[src/hdl/sepw_pkg.sv]
// Shared types and constants of the SPI EEPROM page write sequencer.
package sepw_pkg;

  // One result beat, without the last flag (set when the beat leaves).
  typedef struct packed {
    logic [2:0] kind;
    logic [7:0] spi_byte;
    logic       deselect_after;
    logic [7:0] host_byte;
  } res_t;

  // Most beats one item gives: a write-enable frame header of four bytes.
  localparam int JobSlots = 4;
  localparam int SlotW    = 2;

  // Work for the back end: up to four beats, sent from ent[0] up to ent[last_idx].
  typedef struct packed {
    logic [SlotW-1:0]             last_idx;
    res_t [JobSlots-1:0]          ent;
  } job_t;

  localparam int QueueDepth = 4;
  localparam int QueuePtrW  = 2;

endpackage

[src/hdl/sepw_if.sv]
// Valid/ready channel interfaces for requests and result beats.
interface sepw_in_if;
  logic        valid;
  logic        ready;
  logic [2:0]  cmd;
  logic [15:0] address;
  logic [16:0] length;
  logic [7:0]  data_byte;

  modport source (output valid, output cmd, output address, output length,
                  output data_byte, input ready);
  modport sink   (input valid, input cmd, input address, input length,
                  input data_byte, output ready);
endinterface

interface sepw_out_if;
  logic       valid;
  logic       ready;
  logic [2:0] kind;
  logic [7:0] spi_byte;
  logic       deselect_after;
  logic [7:0] host_byte;
  logic       last;

  modport source (output valid, output kind, output spi_byte, output deselect_after,
                  output host_byte, output last, input ready);
  modport sink   (input valid, input kind, input spi_byte, input deselect_after,
                  input host_byte, input last, output ready);
endinterface

[src/hdl/sepw_front.sv]
// Front end: takes requests, keeps the sequencer state and queues the beats of each item.
module sepw_front #(
  parameter int PAGE_BYTES    = 128,
  parameter int STORAGE_BYTES = 65536
) (
  input  logic             clk,
  input  logic             rst,
  input  logic             cfg_wen,
  input  logic [15:0]      cfg_wdata,
  sepw_in_if.sink          request,
  input  logic             queue_full,
  output logic             push,
  output sepw_pkg::job_t   job
);

  localparam logic [1:0] PH_IDLE  = 2'd0;
  localparam logic [1:0] PH_WDATA = 2'd1;
  localparam logic [1:0] PH_POLL  = 2'd2;
  localparam logic [1:0] PH_READ  = 2'd3;

  localparam logic [2:0] CMD_WRITE_REQ = 3'd0;
  localparam logic [2:0] CMD_HOST_BYTE = 3'd1;
  localparam logic [2:0] CMD_READ_REQ  = 3'd2;
  localparam logic [2:0] CMD_DEV_BYTE  = 3'd3;
  localparam logic [2:0] CMD_TICK      = 3'd4;

  localparam logic [2:0] KIND_SEND    = 3'd0;
  localparam logic [2:0] KIND_SLOT    = 3'd1;
  localparam logic [2:0] KIND_HOST    = 3'd2;
  localparam logic [2:0] KIND_DONE    = 3'd3;
  localparam logic [2:0] KIND_RANGE   = 3'd4;
  localparam logic [2:0] KIND_TIMEOUT = 3'd5;

  localparam logic [7:0] OP_WREN  = 8'h06;
  localparam logic [7:0] OP_WRITE = 8'h02;
  localparam logic [7:0] OP_READ  = 8'h03;
  localparam logic [7:0] OP_RDSR  = 8'h05;
  localparam logic [7:0] SR_WIP   = 8'h01;

  localparam logic [15:0] TIMEOUT_RESET = 16'd5;

  // address % PAGE_BYTES by reciprocal: q = (address * DIV_MUL) >> DIV_SHIFT, exact on 16 bits
  localparam int          OFF_W     = $clog2(PAGE_BYTES);
  localparam int          DIV_SHIFT = 16 + OFF_W;
  localparam logic [16:0] DIV_MUL   = 17'((2 ** DIV_SHIFT + PAGE_BYTES - 1) / PAGE_BYTES);
  localparam logic [OFF_W-1:0] OFF_LAST = OFF_W'(PAGE_BYTES - 1);

  logic [1:0]       phase, phase_next;
  logic [15:0]      cur_addr, cur_addr_next;
  logic [16:0]      remaining, remaining_next;
  logic [OFF_W-1:0] page_off, page_off_next;
  logic [15:0]      tick_cnt, tick_cnt_next;
  logic             hdr_pend, hdr_pend_next;
  logic [15:0]      poll_timeout;

  logic             off_pending;
  logic             off_start;
  logic [15:0]      mod_addr;
  logic [32:0]      mod_prod;
  logic [15:0]      mod_quo;

  logic             fire;
  logic             want_push;
  logic [17:0]      span;
  logic             range_bad;
  logic             wip;
  logic [16:0]      rem_dec;

  function automatic sepw_pkg::res_t mk(input logic [2:0] k, input logic [7:0] sb,
                                        input logic ds, input logic [7:0] hb);
    sepw_pkg::res_t r;
    r.kind           = k;
    r.spi_byte       = sb;
    r.deselect_after = ds;
    r.host_byte      = hb;
    return r;
  endfunction

  function automatic sepw_pkg::job_t chunk_job(input logic [15:0] a);
    sepw_pkg::job_t j;
    j          = '0;
    j.ent[0]   = mk(KIND_SEND, OP_WREN, 1'b1, 8'h00);
    j.ent[1]   = mk(KIND_SEND, OP_WRITE, 1'b0, 8'h00);
    j.ent[2]   = mk(KIND_SEND, a[15:8], 1'b0, 8'h00);
    j.ent[3]   = mk(KIND_SEND, a[7:0], 1'b0, 8'h00);
    j.last_idx = sepw_pkg::SlotW'(3);
    return j;
  endfunction

  function automatic sepw_pkg::job_t single_job(input sepw_pkg::res_t r);
    sepw_pkg::job_t j;
    j          = '0;
    j.ent[0]   = r;
    j.last_idx = sepw_pkg::SlotW'(0);
    return j;
  endfunction

  assign fire          = request.valid && request.ready;
  assign request.ready = !queue_full && !off_pending;
  assign push          = fire && want_push;
  assign span          = {2'b00, request.address} + {1'b0, request.length};
  assign range_bad     = span > 18'(STORAGE_BYTES);
  assign wip           = (request.data_byte & SR_WIP) != 8'h00;
  assign rem_dec       = remaining - 17'd1;
  assign mod_quo       = 16'(mod_prod >> DIV_SHIFT);

  always_comb begin
    phase_next     = phase;
    cur_addr_next  = cur_addr;
    remaining_next = remaining;
    page_off_next  = page_off;
    tick_cnt_next  = tick_cnt;
    hdr_pend_next  = hdr_pend;
    off_start      = 1'b0;
    want_push      = 1'b0;
    job            = '0;
    unique case (request.cmd)
      CMD_WRITE_REQ: begin
        if (phase == PH_IDLE) begin
          want_push = 1'b1;
          if (range_bad) begin
            job = single_job(mk(KIND_RANGE, 8'h00, 1'b0, 8'h00));
          end else if (request.length == 17'd0) begin
            job = single_job(mk(KIND_DONE, 8'h00, 1'b0, 8'h00));
          end else begin
            job            = chunk_job(request.address);
            cur_addr_next  = request.address;
            remaining_next = request.length;
            phase_next     = PH_WDATA;
            off_start      = 1'b1;
          end
        end
      end
      CMD_HOST_BYTE: begin
        if (phase == PH_WDATA) begin
          want_push      = 1'b1;
          cur_addr_next  = cur_addr + 16'd1;
          remaining_next = rem_dec;
          page_off_next  = (page_off == OFF_LAST) ? '0 : page_off + OFF_W'(1);
          // chunk ends at the page boundary or on the request's last byte
          if (page_off == OFF_LAST || remaining == 17'd1) begin
            job.ent[0]    = mk(KIND_SEND, request.data_byte, 1'b1, 8'h00);
            job.ent[1]    = mk(KIND_SEND, OP_RDSR, 1'b0, 8'h00);
            job.ent[2]    = mk(KIND_SLOT, 8'h00, 1'b1, 8'h00);
            job.last_idx  = sepw_pkg::SlotW'(2);
            phase_next    = PH_POLL;
            tick_cnt_next = 16'd0;
            hdr_pend_next = 1'b1;
          end else begin
            job = single_job(mk(KIND_SEND, request.data_byte, 1'b0, 8'h00));
          end
        end
      end
      CMD_READ_REQ: begin
        if (phase == PH_IDLE) begin
          want_push = 1'b1;
          if (range_bad) begin
            job = single_job(mk(KIND_RANGE, 8'h00, 1'b0, 8'h00));
          end else begin
            job.ent[0]   = mk(KIND_SEND, OP_READ, 1'b0, 8'h00);
            job.ent[1]   = mk(KIND_SEND, request.address[15:8], 1'b0, 8'h00);
            job.last_idx = sepw_pkg::SlotW'(3);
            if (request.length == 17'd0) begin
              job.ent[2] = mk(KIND_SEND, request.address[7:0], 1'b1, 8'h00);
              job.ent[3] = mk(KIND_DONE, 8'h00, 1'b0, 8'h00);
            end else begin
              job.ent[2]     = mk(KIND_SEND, request.address[7:0], 1'b0, 8'h00);
              job.ent[3]     = mk(KIND_SLOT, 8'h00, request.length == 17'd1, 8'h00);
              cur_addr_next  = request.address;
              remaining_next = request.length;
              hdr_pend_next  = 1'b1;
              phase_next     = PH_READ;
            end
          end
        end
      end
      CMD_DEV_BYTE: begin
        if (hdr_pend) begin
          if (phase == PH_POLL) begin
            want_push     = 1'b1;
            hdr_pend_next = 1'b0;
            if (!wip) begin
              if (remaining == 17'd0) begin
                phase_next = PH_IDLE;
                job        = single_job(mk(KIND_DONE, 8'h00, 1'b0, 8'h00));
              end else begin
                // previous chunk ended on a boundary, so page_off is already zero
                job        = chunk_job(cur_addr);
                phase_next = PH_WDATA;
              end
            end else if (tick_cnt >= poll_timeout) begin
              phase_next     = PH_IDLE;
              remaining_next = 17'd0;
              job            = single_job(mk(KIND_TIMEOUT, 8'h00, 1'b0, 8'h00));
            end else begin
              job.ent[0]    = mk(KIND_SEND, OP_RDSR, 1'b0, 8'h00);
              job.ent[1]    = mk(KIND_SLOT, 8'h00, 1'b1, 8'h00);
              job.last_idx  = sepw_pkg::SlotW'(1);
              hdr_pend_next = 1'b1;
            end
          end else if (phase == PH_READ) begin
            want_push      = 1'b1;
            job.ent[0]     = mk(KIND_HOST, 8'h00, 1'b0, request.data_byte);
            job.last_idx   = sepw_pkg::SlotW'(1);
            cur_addr_next  = cur_addr + 16'd1;
            remaining_next = rem_dec;
            if (rem_dec == 17'd0) begin
              hdr_pend_next = 1'b0;
              phase_next    = PH_IDLE;
              job.ent[1]    = mk(KIND_DONE, 8'h00, 1'b0, 8'h00);
            end else begin
              job.ent[1] = mk(KIND_SLOT, 8'h00, rem_dec == 17'd1, 8'h00);
            end
          end else begin
            hdr_pend_next = 1'b0;
          end
        end
      end
      CMD_TICK: begin
        if (phase == PH_POLL && tick_cnt != 16'hffff) begin
          tick_cnt_next = tick_cnt + 16'd1;
        end
      end
      default: begin
      end
    endcase
  end

  always_ff @(posedge clk) begin
    if (rst) begin
      phase        <= PH_IDLE;
      cur_addr     <= 16'd0;
      remaining    <= 17'd0;
      tick_cnt     <= 16'd0;
      hdr_pend     <= 1'b0;
      page_off     <= '0;
      off_pending  <= 1'b0;
      poll_timeout <= TIMEOUT_RESET;
    end else begin
      if (cfg_wen) begin
        poll_timeout <= cfg_wdata;
      end
      if (fire) begin
        phase     <= phase_next;
        cur_addr  <= cur_addr_next;
        remaining <= remaining_next;
        tick_cnt  <= tick_cnt_next;
        hdr_pend  <= hdr_pend_next;
      end
      off_pending <= fire && off_start;
      if (off_pending) begin
        page_off <= OFF_W'(mod_addr - 16'(mod_quo * 16'(PAGE_BYTES)));
      end else if (fire) begin
        page_off <= page_off_next;
      end
    end
  end

  // page offset of a new request: product registered, remainder registered in the following cycle
  always_ff @(posedge clk) begin
    if (fire && off_start) begin
      mod_addr <= request.address;
      mod_prod <= 33'(request.address) * 33'(DIV_MUL);
    end
  end

`ifndef ASSERT_OFF
  a_idle_no_slot: assert property (@(posedge clk) disable iff (rst)
    phase == PH_IDLE |-> !hdr_pend)
    else $error("receive slot outstanding while idle");

  a_busy_has_bytes: assert property (@(posedge clk) disable iff (rst)
    (phase == PH_WDATA || phase == PH_READ) |-> remaining != 17'd0)
    else $error("data phase with no bytes left");

  a_no_push_full: assert property (@(posedge clk) disable iff (rst)
    push |-> !queue_full)
    else $error("item taken with job queue full");
`endif

endmodule

[src/hdl/sepw_queue.sv]
// Job queue between front and back ends.
module sepw_queue (
  input  logic                clk,
  input  logic                rst,
  input  logic                push,
  input  sepw_pkg::job_t      wr_job,
  output logic                full,
  input  logic                pop,
  output sepw_pkg::job_t      head,
  output logic                empty
);

  sepw_pkg::job_t                   slots [sepw_pkg::QueueDepth];
  logic [sepw_pkg::QueuePtrW-1:0]   wr_ptr;
  logic [sepw_pkg::QueuePtrW-1:0]   rd_ptr;
  logic [sepw_pkg::QueuePtrW:0]     count;

  assign full  = count == (sepw_pkg::QueuePtrW + 1)'(sepw_pkg::QueueDepth);
  assign empty = count == '0;
  assign head  = slots[rd_ptr];

  always_ff @(posedge clk) begin
    if (rst) begin
      wr_ptr <= '0;
      rd_ptr <= '0;
      count  <= '0;
    end else begin
      if (push) begin
        wr_ptr <= wr_ptr + 1'b1;
      end
      if (pop) begin
        rd_ptr <= rd_ptr + 1'b1;
      end
      if (push && !pop) begin
        count <= count + 1'b1;
      end else if (pop && !push) begin
        count <= count - 1'b1;
      end
    end
  end

  always_ff @(posedge clk) begin
    if (push) begin
      slots[wr_ptr] <= wr_job;
    end
  end

`ifndef ASSERT_OFF
  a_no_pop_empty: assert property (@(posedge clk) disable iff (rst)
    pop |-> !empty)
    else $error("pop from empty job queue");
`endif

endmodule

[src/hdl/sepw_back.sv]
// Back end: walks each queued job and drives the result register one beat per cycle while result.ready is high.
module sepw_back (
  input  logic                     clk,
  input  logic                     rst,
  input  sepw_pkg::job_t           head,
  input  logic                     empty,
  output logic                     pop,
  sepw_out_if.source               result
);

  logic [sepw_pkg::SlotW-1:0] sub;
  logic                       load;
  logic                       last_beat;

  assign load      = !empty && (!result.valid || result.ready);
  assign last_beat = sub == head.last_idx;
  assign pop       = load && last_beat;

  always_ff @(posedge clk) begin
    if (rst) begin
      result.valid <= 1'b0;
      sub          <= '0;
    end else begin
      if (load) begin
        result.valid <= 1'b1;
        sub          <= last_beat ? '0 : sub + 1'b1;
      end else if (result.ready) begin
        result.valid <= 1'b0;
      end
    end
  end

  always_ff @(posedge clk) begin
    if (load) begin
      result.kind           <= head.ent[sub].kind;
      result.spi_byte       <= head.ent[sub].spi_byte;
      result.deselect_after <= head.ent[sub].deselect_after;
      result.host_byte      <= head.ent[sub].host_byte;
      result.last           <= last_beat;
    end
  end

`ifndef ASSERT_OFF
  a_mid_job_head: assert property (@(posedge clk) disable iff (rst)
    sub != '0 |-> !empty)
    else $error("job left mid-way without its head");

  a_sub_bound: assert property (@(posedge clk) disable iff (rst)
    (sub != '0 && !empty) |-> sub <= head.last_idx)
    else $error("beat index past end of job");
`endif

endmodule

[src/hdl/spi_eeprom_page_write_sequencer_core.sv]
// Top level of the SPI EEPROM page write sequencer.
//
//  channel    dir  handshake      beat payload
//  request    in   valid/ready    cmd, address, length, data_byte
//  result     out  valid/ready    kind, spi_byte, deselect_after, host_byte, last
//  cfg        in   cfg_wen        cfg_wdata -> poll timeout (ticks)
//
// An item gives 0 to 4 result beats, which leave the result register one per cycle while
// result.ready is high. A write request that starts a transfer holds request.ready low
// in the cycle after it is taken, while the page offset is worked out (multiply by
// reciprocal, then remainder).
// A four-job queue lets requests keep coming while result beats are stalled.
// Synchronous active-high reset; no clearing pass.
module spi_eeprom_page_write_sequencer_core #(
  parameter int PAGE_BYTES    = 128,
  parameter int STORAGE_BYTES = 65536
) (
  input  logic        clk,
  input  logic        rst,
  input  logic        cfg_wen,
  input  logic [15:0] cfg_wdata,
  sepw_in_if.sink     request,
  sepw_out_if.source  result
);

  logic           push;
  logic           full;
  logic           pop;
  logic           empty;
  sepw_pkg::job_t wr_job;
  sepw_pkg::job_t head;

  sepw_front #(
    .PAGE_BYTES   (PAGE_BYTES),
    .STORAGE_BYTES(STORAGE_BYTES)
  ) u_front (
    .clk       (clk),
    .rst       (rst),
    .cfg_wen   (cfg_wen),
    .cfg_wdata (cfg_wdata),
    .request   (request),
    .queue_full(full),
    .push      (push),
    .job       (wr_job)
  );

  sepw_queue u_queue (
    .clk   (clk),
    .rst   (rst),
    .push  (push),
    .wr_job(wr_job),
    .full  (full),
    .pop   (pop),
    .head  (head),
    .empty (empty)
  );

  sepw_back u_back (
    .clk   (clk),
    .rst   (rst),
    .head  (head),
    .empty (empty),
    .pop   (pop),
    .result(result)
  );

endmodule

[src/flat_wrapper.sv]
// flat-port wrapper written by rule: the top's interface ports become plain ports
module spi_eeprom_page_write_sequencer_core_flat 
#(
  parameter int PAGE_BYTES    = 128,
  parameter int STORAGE_BYTES = 65536
)
  (clk, rst, cfg_wen, cfg_wdata, request_valid, request_cmd, request_address, request_length, request_data_byte, request_ready, result_valid, result_kind, result_spi_byte, result_deselect_after, result_host_byte, result_last, result_ready);
  sepw_in_if request_i ();
  sepw_out_if result_i ();
  input  logic clk;
  input  logic rst;
  input  logic cfg_wen;
  input  logic [15:0] cfg_wdata;
  input wire logic [$bits(request_i.valid)-1:0] request_valid;
  input wire logic [$bits(request_i.cmd)-1:0] request_cmd;
  input wire logic [$bits(request_i.address)-1:0] request_address;
  input wire logic [$bits(request_i.length)-1:0] request_length;
  input wire logic [$bits(request_i.data_byte)-1:0] request_data_byte;
  output wire logic [$bits(request_i.ready)-1:0] request_ready;
  output wire logic [$bits(result_i.valid)-1:0] result_valid;
  output wire logic [$bits(result_i.kind)-1:0] result_kind;
  output wire logic [$bits(result_i.spi_byte)-1:0] result_spi_byte;
  output wire logic [$bits(result_i.deselect_after)-1:0] result_deselect_after;
  output wire logic [$bits(result_i.host_byte)-1:0] result_host_byte;
  output wire logic [$bits(result_i.last)-1:0] result_last;
  input wire logic [$bits(result_i.ready)-1:0] result_ready;
  assign request_i.valid = request_valid;
  assign request_i.cmd = request_cmd;
  assign request_i.address = request_address;
  assign request_i.length = request_length;
  assign request_i.data_byte = request_data_byte;
  assign request_ready = request_i.ready;
  assign result_valid = result_i.valid;
  assign result_kind = result_i.kind;
  assign result_spi_byte = result_i.spi_byte;
  assign result_deselect_after = result_i.deselect_after;
  assign result_host_byte = result_i.host_byte;
  assign result_last = result_i.last;
  assign result_i.ready = result_ready;
  spi_eeprom_page_write_sequencer_core #(.PAGE_BYTES(PAGE_BYTES), .STORAGE_BYTES(STORAGE_BYTES)) u_core (.clk(clk), .rst(rst), .cfg_wen(cfg_wen), .cfg_wdata(cfg_wdata), .request(request_i), .result(result_i));
endmodule
[config.mk]
export PLATFORM = sky130hd
export DESIGN_NAME = spi_eeprom_page_write_sequencer_core_flat
export DESIGN_NICKNAME = d
export VERILOG_FILES = /design/src/hdl/sepw_pkg.sv /design/src/hdl/sepw_if.sv /design/src/hdl/sepw_front.sv /design/src/hdl/sepw_queue.sv /design/src/hdl/sepw_back.sv /design/src/hdl/spi_eeprom_page_write_sequencer_core.sv /design/src/flat_wrapper.sv
export SDC_FILE = /design/constraint.sdc
export NUM_CORES = 1
export LEC_CHECK = 0
export ABC_AREA = 1
export BUFFER_PORTS_ARGS = -buffer_cell sky130_fd_sc_hd__buf_2
export CAP_MARGIN = 0
export CORE_ASPECT_RATIO = 1.2
export CORE_MARGIN = 2
export CORE_UTILIZATION = 40
export DETAILED_ROUTE_END_ITERATION = 16
export SETUP_SLACK_MARGIN = 0.3
export SLEW_MARGIN = 10
export SYNTH_ARGS = -nofsm -noshare
export SYNTH_HDL_FRONTEND = slang
export SYNTH_HIERARCHICAL = 1
export SYNTH_SLANG_ARGS = --single-unit
[constraint.sdc]
create_clock -name clk -period 10.73 [get_ports clk]
set_clock_uncertainty 0.15 [all_clocks]
set_input_delay 0.5365 -clock clk [delete_from_list [all_inputs] [get_ports clk]]
set_output_delay 0.5365 -clock clk [all_outputs]
set_load 0.01 [all_outputs]
**Word level (Yosys, flattened, before mapping)**

Memory sizes are Yosys's and may differ from the RTL's. A register that Yosys moved wholly into a read port is not among the register bits.
Index checks and enable logic that the tools add are counted.
Widths: inputs -> output; s select.

- Flip-flop bits (word level): 114
- Memories kept: 1
- Bits in writable memories: 328
- Word-level logic and storage cells: 204

- Reduce and logical (&&, ||, !) cells: 39
- Add/subtract/negate cells: 11
- Multiplexer cells: 97
- Magnitude comparators: 3
- Equality and inequality tests: 34

Memories:

| memory | words | bits a word | read ports | clocked after memory_dff | write ports | line | text |
|---|---|---|---|---|---|---|---|
| u_core.u_queue.slots | 4 | 82 | 1 | 1 | 1 | sepw_queue.sv:13 | `sepw_pkg::job_t slots [sepw_pkg::QueueDepth];` |

Operators by type and width:

| kind | number |
|---|---|
| $mux 82 | 9 |
| $pmux 82 s4 | 1 |
| $mux 16 | 10 |
| $mux 17 | 9 |
| $mux 40 | 2 |
| $mux 39 | 2 |
| $mux 58 | 1 |
| $eq 17x1->1 const B | 3 |
| $logic_not 17->1 | 3 |
| $pmux 17 s3 | 1 |
| $pmux 16 s3 | 1 |
| $bmux 20 s2 | 1 |
| $mux 2 | 19 |
| $mux 38 | 1 |
| $mux 7 | 5 |
| $add 16x1->16 const B | 2 |
| $pmux 16 s2 | 1 |
| $ne 2x2->1 const B | 14 |
| $mux 1 | 27 |
| $mux 20 | 1 |
| $mux 19 | 1 |
| $add 16x17->18 | 1 |
| $gt 18x17->1 const B | 1 |
| $sub 17x1->17 const B | 1 |
| 36 further kinds | 67 |

**Logic depth before layout (Yosys ltp)**

Gate-level depths: netlist (run 1).

- Depth in word-level cells: 10
- Mapped depth: 22
- Depth with buffers taken out: 21

**Modules after synthesis**

The synthesis (run 1) kept the hierarchy.

By module, submodules not included:

| module | instances | area each (um2) | sequential area each (um2) | cells an instance |
|---|---|---|---|---|
| sepw_queue | 1 | 12700.9 | 10029.6 | 851 |
| sepw_front | 1 | 7295.7 | 1731.7 | 1229 |
| sepw_back | 1 | 1391.3 | 690.7 | 167 |

**Worst setup path before layout (run 1)**

No wires, ideal clock.

- Path type: input to register
- Start: in request_cmd[1]
- End: mem u_core/u_queue/slots[0][0] in the netlist's numbering, enable pin
- Data required time: 10144 ps
- Setup time: 436 ps
- Data arrival time: 3166 ps
- Path buffers: 0
- Cell stages on the path: 7
- Slack: 6978 ps
- Path through: nor3_2 > inv_1 > nor2_1 > inv_2 > a21oi_1 > nand2_1 > inv_1

- Longest elaborated chain between the ends: 6

RTL lines:

| element | line | text |
|---|---|---|
| start, declared | flat_wrapper.sv:15 | `input wire logic [$bits(request_i.cmd)-1:0] request_cmd;` |
| $eq 3x2->1 / $logic_not 3->1 (equally long branches) | sepw_front.sv:117 | `unique case (request.cmd)` |
| $reduce_or 2->1 (no source line) | -- |  |
| $pmux 1 s3 * | sepw_front.sv:117 |  |
| $logic_and 1x1->1 * | sepw_front.sv:100 | `assign push = fire && want_push;` |
| via u_core.push | spi_eeprom_page_write_sequencer_core.sv:26 | `logic push;` |
| $mux 1 * | sepw_queue.sv:43 | `if (push) begin` |
| $mux 1 (implied by the code) * | sepw_queue.sv:44 | `slots[wr_ptr] <= wr_job;` |
| end, declared | sepw_queue.sv:13 |  |

The timed path passes the listed nets; every way through them passes the cells marked *.

**Worst setup path in the final report (run 1)**

- Start: in request_cmd[2]
- End: mem u_core/u_queue/slots[1][70] in the netlist's numbering, enable pin

The elaborated chain is that of the path after synthesis.

==> results of run 1 <==
[metal layers]
metal,GRT usage (%),part of all wire [%],vias up
met3,2.624,4.9,95
met2,35.94,51,453
met5,0,0,-
met1,24.73,42,7680
li1,-,-,7790
met4,6.398,2.4,0
[worst max-delay path by stage]
stage | from | end | slack (ps)
6_report | request_cmd[2] | u_core/u_queue/slots[1][70]$_DFFE_PP_ | 6900
2_1_floorplan | request_cmd[1] | u_core/u_queue/slots[0][0]$_DFFE_PP_ | 6980
4_1_cts | register | u_core/u_queue/count[2]$_SDFFE_PP0P_ | 6880
3_5_place_dp | request_cmd[2] | u_core/u_queue/slots[1][75]$_DFFE_PP_ | 6330
5_1_grt | register | u_core/u_queue/count[1]$_SDFFE_PP0P_ | 6570
3_3_place_gp | request_cmd[0] | u_core/u_queue/slots[1][75]$_DFFE_PP_ | 6330
[cell families after synthesis]
group	count (synthesis)
other	1
DFF	444
buffers and inverters	337
AOI/OAI and AO/OA	475
xor gates and xnor gates	27
and+or+nand+nor	917
adders and majority gates	46
[repair_timing]
item | in CTS | in global routing
hold buffers | 2 | 0
buffers inserted | 0 | 0
hold endpoints to repair | 2 | 0
setup endpoints to repair | 0 | 0
[power by group]
group | switching, mW | internal, mW | total [mW]
Sequential | 0.0767 | 1.99 | 2.07
Clock | 0.657 | 0.918 | 1.58
Combinational | 0.728 | 0.312 | 1.04
[layout by cell type (no fill, tap or decap), drive strengths merged, types with 62 or more instances in the layout]
| cell | Yosys | layout |
|---|---|---|
| a21oi | 75 | 75 |
| buf | 90 | 100 |
| clkbuf | 31 | 62 |
| dfxtp | 88 | 88 |
| edfxtp | 356 | 356 |
| inv | 213 | 211 |
| nand2 | 361 | 361 |
| nand3 | 82 | 82 |
| nor2 | 391 | 391 |
| o21ai | 267 | 267 |
| o22ai | 103 | 103 |
[worst reg2reg max path, cell delays in order (launching register included)]
cell and delay [ps]:
dfxtp_4 850, buf_4 820, o21ai_0 220, o22ai_1 270
inv_1 60, nand2_1 60, nand2_1 90, nand3_2 90
inv_1 60, inv_1 80, ha_1 170, inv_1 70
fa_1 370, inv_1 60, nand2_1 70, nand3_1 90
nand2_1 50, inv_1 50, nor2_1 40
[final cells by class]
type	count	share of cell area (%)
clock buffers	62	5.307
well taps	705	3.734
inverters	216	3.501
multi-input cells	1493	31.42
clock inverters	23	0.9639
repair buffers	102	2.341
flip-flops and latches	444	52.73
[state kept, by name, summed over array words and instances (netlist names), 7 cells and up, named ones only]
register                        count
u_core/u_back/result.host_byte      8
u_core/u_front/remaining           17
u_core/u_front/cur_addr            16
u_core/u_front/page_off             7
u_core/u_front/mod_prod             7
u_core/u_back/result.spi_byte       8
u_core/u_front/poll_timeout        16
u_core/u_front/tick_cnt            16
u_core/u_queue/slots              328
==> results.sh, run 1 <==
export IMPL_chipWidth_um=215.1
export IMPL_async_flop_share_pct=0
export IMPL_cts_root_buf="clkbuf_16"
export IMPL_clockBufferDepth=3
export IMPL_syn_inst=2247
export IMPL_synthAdderAreaFrac_pct=2.761
export IMPL_grt_use_total_pct=19.95
export IMPL_synth_compound_area_share_pct=12.50
export IMPL_yosys_cell_count_top_type="nor2_1"
export IMPL_place_area_um2=22120
export IMPL_cp_num_cells=10
export IMPL_regToRegEndpoint="u_core/u_queue/count[2]$_SDFFE_PP0P_"
export IMPL_cp_max_fo=49
export IMPL_synth_mux_area_share_pct=0
export IMPL_clk_pin_slew_worst_paths_ps=60
export IMPL_final_antenna_net_count=0
export IMPL_slew_headroom_pct=25.68
export IMPL_n_antenna_cell=0
export IMPL_antenna_found_initial=0
export IMPL_crit_family="buffers and inverters"
export IMPL_worst_pin_slew_ps=1115
export IMPL_grt_max_degree=98
export IMPL_worst_slack_ps=6902
export IMPL_synth_common_cells="nor2_1, edfxtp_1, nand2_1"
export IMPL_ys_flop_type="edfxtp_1"
export IMPL_fillers=5133
export IMPL_whs_endpoint="u_core/u_front/poll_timeout[2]$_SDFFE_PP1P_"
export IMPL_finalHoldViolCount=0
export IMPL_drt_total_wl_um=55740
export IMPL_multi_input_area_um2=7423
export IMPL_worstRegToRegCells=18
export IMPL_p_leak_nw=9.371
export IMPL_nets=2415
export IMPL_drt_iter0_drc=1256
export IMPL_crit_buf_inv=5
export IMPL_synth_top_area_share_pct=49.98
export IMPL_max_freq_mhz=261.2
export IMPL_seqCellArea_um2=12460
export IMPL_overflow=0
export IMPL_ir_drop_uv=107.1
export IMPL_r2r_slack_ps=6910
export IMPL_cts_buffers=47
export IMPL_ys_top_cells_by_area="edfxtp_1, dfxtp_1, nor2_1"
export IMPL_clock_sinks=444
export IMPL_core_area_um2=52720
export IMPL_final_cell_area_um2=23630
export IMPL_maxSlewViolCount=0
export IMPL_synthXorXnorAreaFrac_pct=1.106
export IMPL_finalSetupTns_ps=0
export IMPL_vias_per_cell=5.260
export IMPL_synth_simple_area_share_pct=17.84
export IMPL_critPathSlowestCell="buf_4"
export IMPL_grt_pass1_wl_um=86510
export IMPL_grt_pass1_vias=15830
export IMPL_status="completed"
export IMPL_criticalPathCategory="input port to register"
export IMPL_die_area_um2=55340
export IMPL_fin_crit_ps=3828
export IMPL_critPathArrivalTime_ps=3880
export IMPL_dp_hpwl_um=35880
export IMPL_htreeDepth=2
export IMPL_fp_dieH_um=257.3
export IMPL_cp_start_kind="input port"
export IMPL_syn_area_per_cell_um2=9.518
export IMPL_ys_ff_latch=444
export IMPL_synth_top_family_by_area="simple AND/OR/NAND/NOR gates"
export IMPL_synth_distinct_cells=55
export IMPL_gp_congestion=0.9106
export IMPL_synth_area_leader_cell="edfxtp_1"
export IMPL_period_share_pct=35.68
export IMPL_finish_cell_count_without_fillers=3045
export IMPL_insertion_delay_ps=580
export IMPL_port_buffers=87
export IMPL_hold_depth=2
export IMPL_drc=0
export IMPL_finalSetupViolCount=0
export IMPL_yosysSeqAreaShare_pct=58.22
export IMPL_dp_slack_ps=6327
export IMPL_yosysWarnings=6
export IMPL_required_ps=10780
export IMPL_wl_per_cell_um=18.30
export IMPL_start_util_pct=40.57
export IMPL_rsz0062_at_grt="no"
export IMPL_p_per_area_nw_per_um2=198.3
export IMPL_hold_ws_ps=43.07
export IMPL_end_kind="register"
export IMPL_dp_cells=2958
export IMPL_route_vias_total=16020
export IMPL_path_cells="buf_2, nor2_2, buf_4, inv_1, nor2_1, nor2_1, a21oi_1, nand2_1, clkinv_2, buf_4"
export IMPL_rows=92
export IMPL_area_growth_pct=10.46
export IMPL_cts_resized=0
export IMPL_syn_area_um2=21390
export IMPL_utilization_pct=44.81
export IMPL_holdCritPathClass="input port to register"
export IMPL_drive_gt1_share_pct=9.615
export IMPL_dr_pass1_iters=6
export IMPL_hold_start="cfg_wen"
export IMPL_max_cap_violations=0
export IMPL_synth_enable_flop_cells=356
export IMPL_ios=88
export IMPL_cpPeakStageDelay_ps=740
export IMPL_finalPower_mw=4.685
export IMPL_cts_tree="yes"
No activity file was read; power rests on OpenSTA's default activity.
==> run 2: changes to the inputs <==
==> constraint.sdc (replaced) <==
create_clock -name clk -period 3.3 [get_ports clk]
set_clock_uncertainty 0.15 [all_clocks]
set_input_delay 0.165 -clock clk [delete_from_list [all_inputs] [get_ports clk]]
set_output_delay 0.165 -clock clk [all_outputs]
set_load 0.01 [all_outputs]
==> run 2 against run 1 <==
Effect of this change: sequential power grew to 3.2 times the previous value; combinational power rose to 3.5 times the previous value; first-iteration DRC count decreased by 4.5%; clock-buffer cell count did not move; die area unchanged; hold slack got worse by 25 ps; sequential cell count did not move; design area increased by 4.7%; via count rose by 2.3%; wire length up 2.4%; non-clock buffer count up 100; register-to-register slack lost 6500 ps; largest power group unchanged.
==> results.sh, run 2 (synthesis gave the netlist of run 1 again) <==
export IMPL_overflow=0
export IMPL_insertion_delay_ps=580
export IMPL_largest_register_ffs=328
export IMPL_hold_start="request_length[15]"
export IMPL_pwr_share_comb_pct=23.4
export IMPL_end_kind="register"
export IMPL_grt_pass1_vias=16020
export IMPL_antenna_found_initial=1
export IMPL_dp_cells=2993
export IMPL_nets=2515
export IMPL_cp_max_fo=6
export IMPL_ios=88
export IMPL_power_switching_mw=4.820
export IMPL_rows=92
export IMPL_crit_top_cell="nand2_1"
export IMPL_max_cap_violations=0
export IMPL_route_vias_total=16380
export IMPL_cellInternalPower_mw=10.67
export IMPL_cts_root_buf="clkbuf_16"
export IMPL_status="completed"
export IMPL_drt_iter0_drc=1200
export IMPL_finish_cell_count_without_fillers=3147
export IMPL_vias_per_cell=5.206
export IMPL_cts_tree="yes"
export IMPL_path_cells="dlygate4sd3_1, buf_2, ha_1, nand2_1, nor2_1, and2_1, nand2_1, nand2_1, nand2_1, nand2_1, nand2_1, nor2_1, nand3_1, nand2_2, nand2_4, nor2_4, dlymetal6s2s_1, nand3_1, o21ai_0, buf_4"
export IMPL_final_common_cell="nor2_1"
export IMPL_critPathArrivalTime_ps=3220
export IMPL_dp_slack_ps=-1.332
export IMPL_worst_slack_ps=368.4
export IMPL_hold_ws_ps=18.22
export IMPL_crit_buf_inv=4
export IMPL_clk_pin_slew_worst_paths_ps=60
export IMPL_seq_power_share_pct=43.1
export IMPL_rsz0062_at_grt="yes"
export IMPL_fp_dieH_um=257.3
export IMPL_die_area_um2=55340
export IMPL_criticalPathCategory="input port to register"
export IMPL_p_per_area_nw_per_um2=625.9
export IMPL_crit_family="simple AND/OR/NAND/NOR gates"
export IMPL_maxSlewViolCount=0
export IMPL_finalHoldViolCount=0
export IMPL_regMostFlops="u_core/u_queue/slots"
export IMPL_drive_gt1_share_pct=11.38
export IMPL_worst_pin_slew_ps=924.8
export IMPL_start_util_pct=40.57
export IMPL_grt_use_total_pct=20.32
export IMPL_area_growth_pct=15.68
export IMPL_max_freq_mhz=341.1
export IMPL_dr_pass1_iters=5
export IMPL_reg_top3="u_core/u_queue/slots: 328 flops, u_core/u_front/remaining: 17 flops"
export IMPL_crit_path_start="request_address[14]"
export IMPL_fin_crit_ps=2932
export IMPL_clkPwrFrac_pct=33.5
export IMPL_seqCellArea_um2=12460
export IMPL_slew_headroom_pct=37.70
export IMPL_cts_buffers=47
export IMPL_final_cell_mix="nor2_1, nand2_1, edfxtp_1"
export IMPL_required_ps=3590
export IMPL_chipWidth_um=215.1
export IMPL_clock_sinks=444
export IMPL_finalSetupViolCount=0
export IMPL_period_share_pct=88.84
export IMPL_clockBufferDepth=3
export IMPL_core_area_um2=52720
export IMPL_final_antenna_net_count=0
export IMPL_cpPeakStageDelay_ps=540
export IMPL_drt_total_wl_um=57070
export IMPL_cp_start_kind="input port"
export IMPL_ir_drop_uv=622.0
export IMPL_holdCritPathClass="input port to register"
export IMPL_htreeDepth=2
export IMPL_grt_pass1_wl_um=88180
export IMPL_fillers=5043
export IMPL_n_antenna_cell=0
export IMPL_swShare_pct=31.12
export IMPL_wl_per_cell_um=18.13
export IMPL_dp_hpwl_um=37600
export IMPL_drc=0
export IMPL_p_leak_nw=9.867
export IMPL_grt_max_degree=143
export IMPL_utilization_pct=46.93
export IMPL_gp_congestion=0.9081
export IMPL_critPathSlowestCell="dlygate4sd3_1"
export IMPL_port_buffers=87
export IMPL_multi_input_area_um2=7448
export IMPL_r2r_start="u_core/u_front/remaining[0]$_SDFFE_PP0P_"
==> run 2: changes by cell type in the layout (fill, tap and decap cells not counted), moves of 3 or more <==
cell,previous run,this run
buf_12,0,10
buf_4,13,40
clkinv_1,11,8
clkinvlp_4,1,4
o21ai_0,154,151
clkbuf_8,0,3
nor2_2,5,10
nor2_1,384,379
dlygate4sd3_1,2,64
clkbuf_1,14,10
==> run 2: worst paths after layout <==
check                                               to  slack (ps)  depth (start not counted)
min          u_core/u_front/remaining[15]$_SDFFE_PP0P_          20                          5
max              u_core/u_queue/slots[0][76]$_DFFE_PP_         370                         20
min reg2reg                                   register         300                          1
max reg2reg      u_core/u_queue/slots[0][73]$_DFFE_PP_         420                         12
==> run 2: worst min-delay path: cells and delay by family <==
kind	cells	cell delay (ps)
buf+inv	1	180
compound gates	1	110
simple gates	3	240
==> run 2: routing by layer <==
layer / share of wire (%) / GRT usage (%) / wire (µm)
met4: 2.2 / 5.441 / 1270
met5: 0.023 / 0 / 13
met1: 42 / 25.00 / 23860
met3: 5.0 / 2.766 / 2869
met2: 51 / 37.27 / 29060
==> run 2: layout make-up <==
type                       count  share of cell area (%)
clock buffer                  62                   5.275
clock inverter                25                  0.8749
inverter                     216                   3.409
multi-input combinational   1493                   30.11
sequential                   444                   50.35
tap                          705                   3.565
timing repair buffer         202                   6.423
==> run 2: power by group through the flow <==
stage	Sequential [mW]	Clock [mW]	Combinational (mW)
floorplan	6.79	0	2.46
global placement	6.79	0	3.50
detailed placement	6.80	0	3.54
CTS	6.68	5.30	3.61
global route	6.71	5.52	4.03
finish	6.68	5.19	3.62
==> run 2: repair_timing <==
| action | in CTS | in global routing |
|---|---|---|
| hold endpoints to repair | 188 | 0 |
| setup buffers | 0 | 3 |
| gates resized for setup | 0 | 13 |
| hold buffers | 64 | 0 |
| setup endpoints to repair | 0 | 76 |
==> run 2: per-stage QoR <==
step | setup TNS, ps | area (µm²) | total power [mW]
after detailed placement | -5.244 | 22520 | 10.34
after CTS | 0 | 24680 | 15.60
after global routing | 0 | 24740 | 16.26
after floorplan | 0 | 21510 | 9.256
final | 0 | 24740 | 15.49
after global placement | 0 | 22520 | 10.29
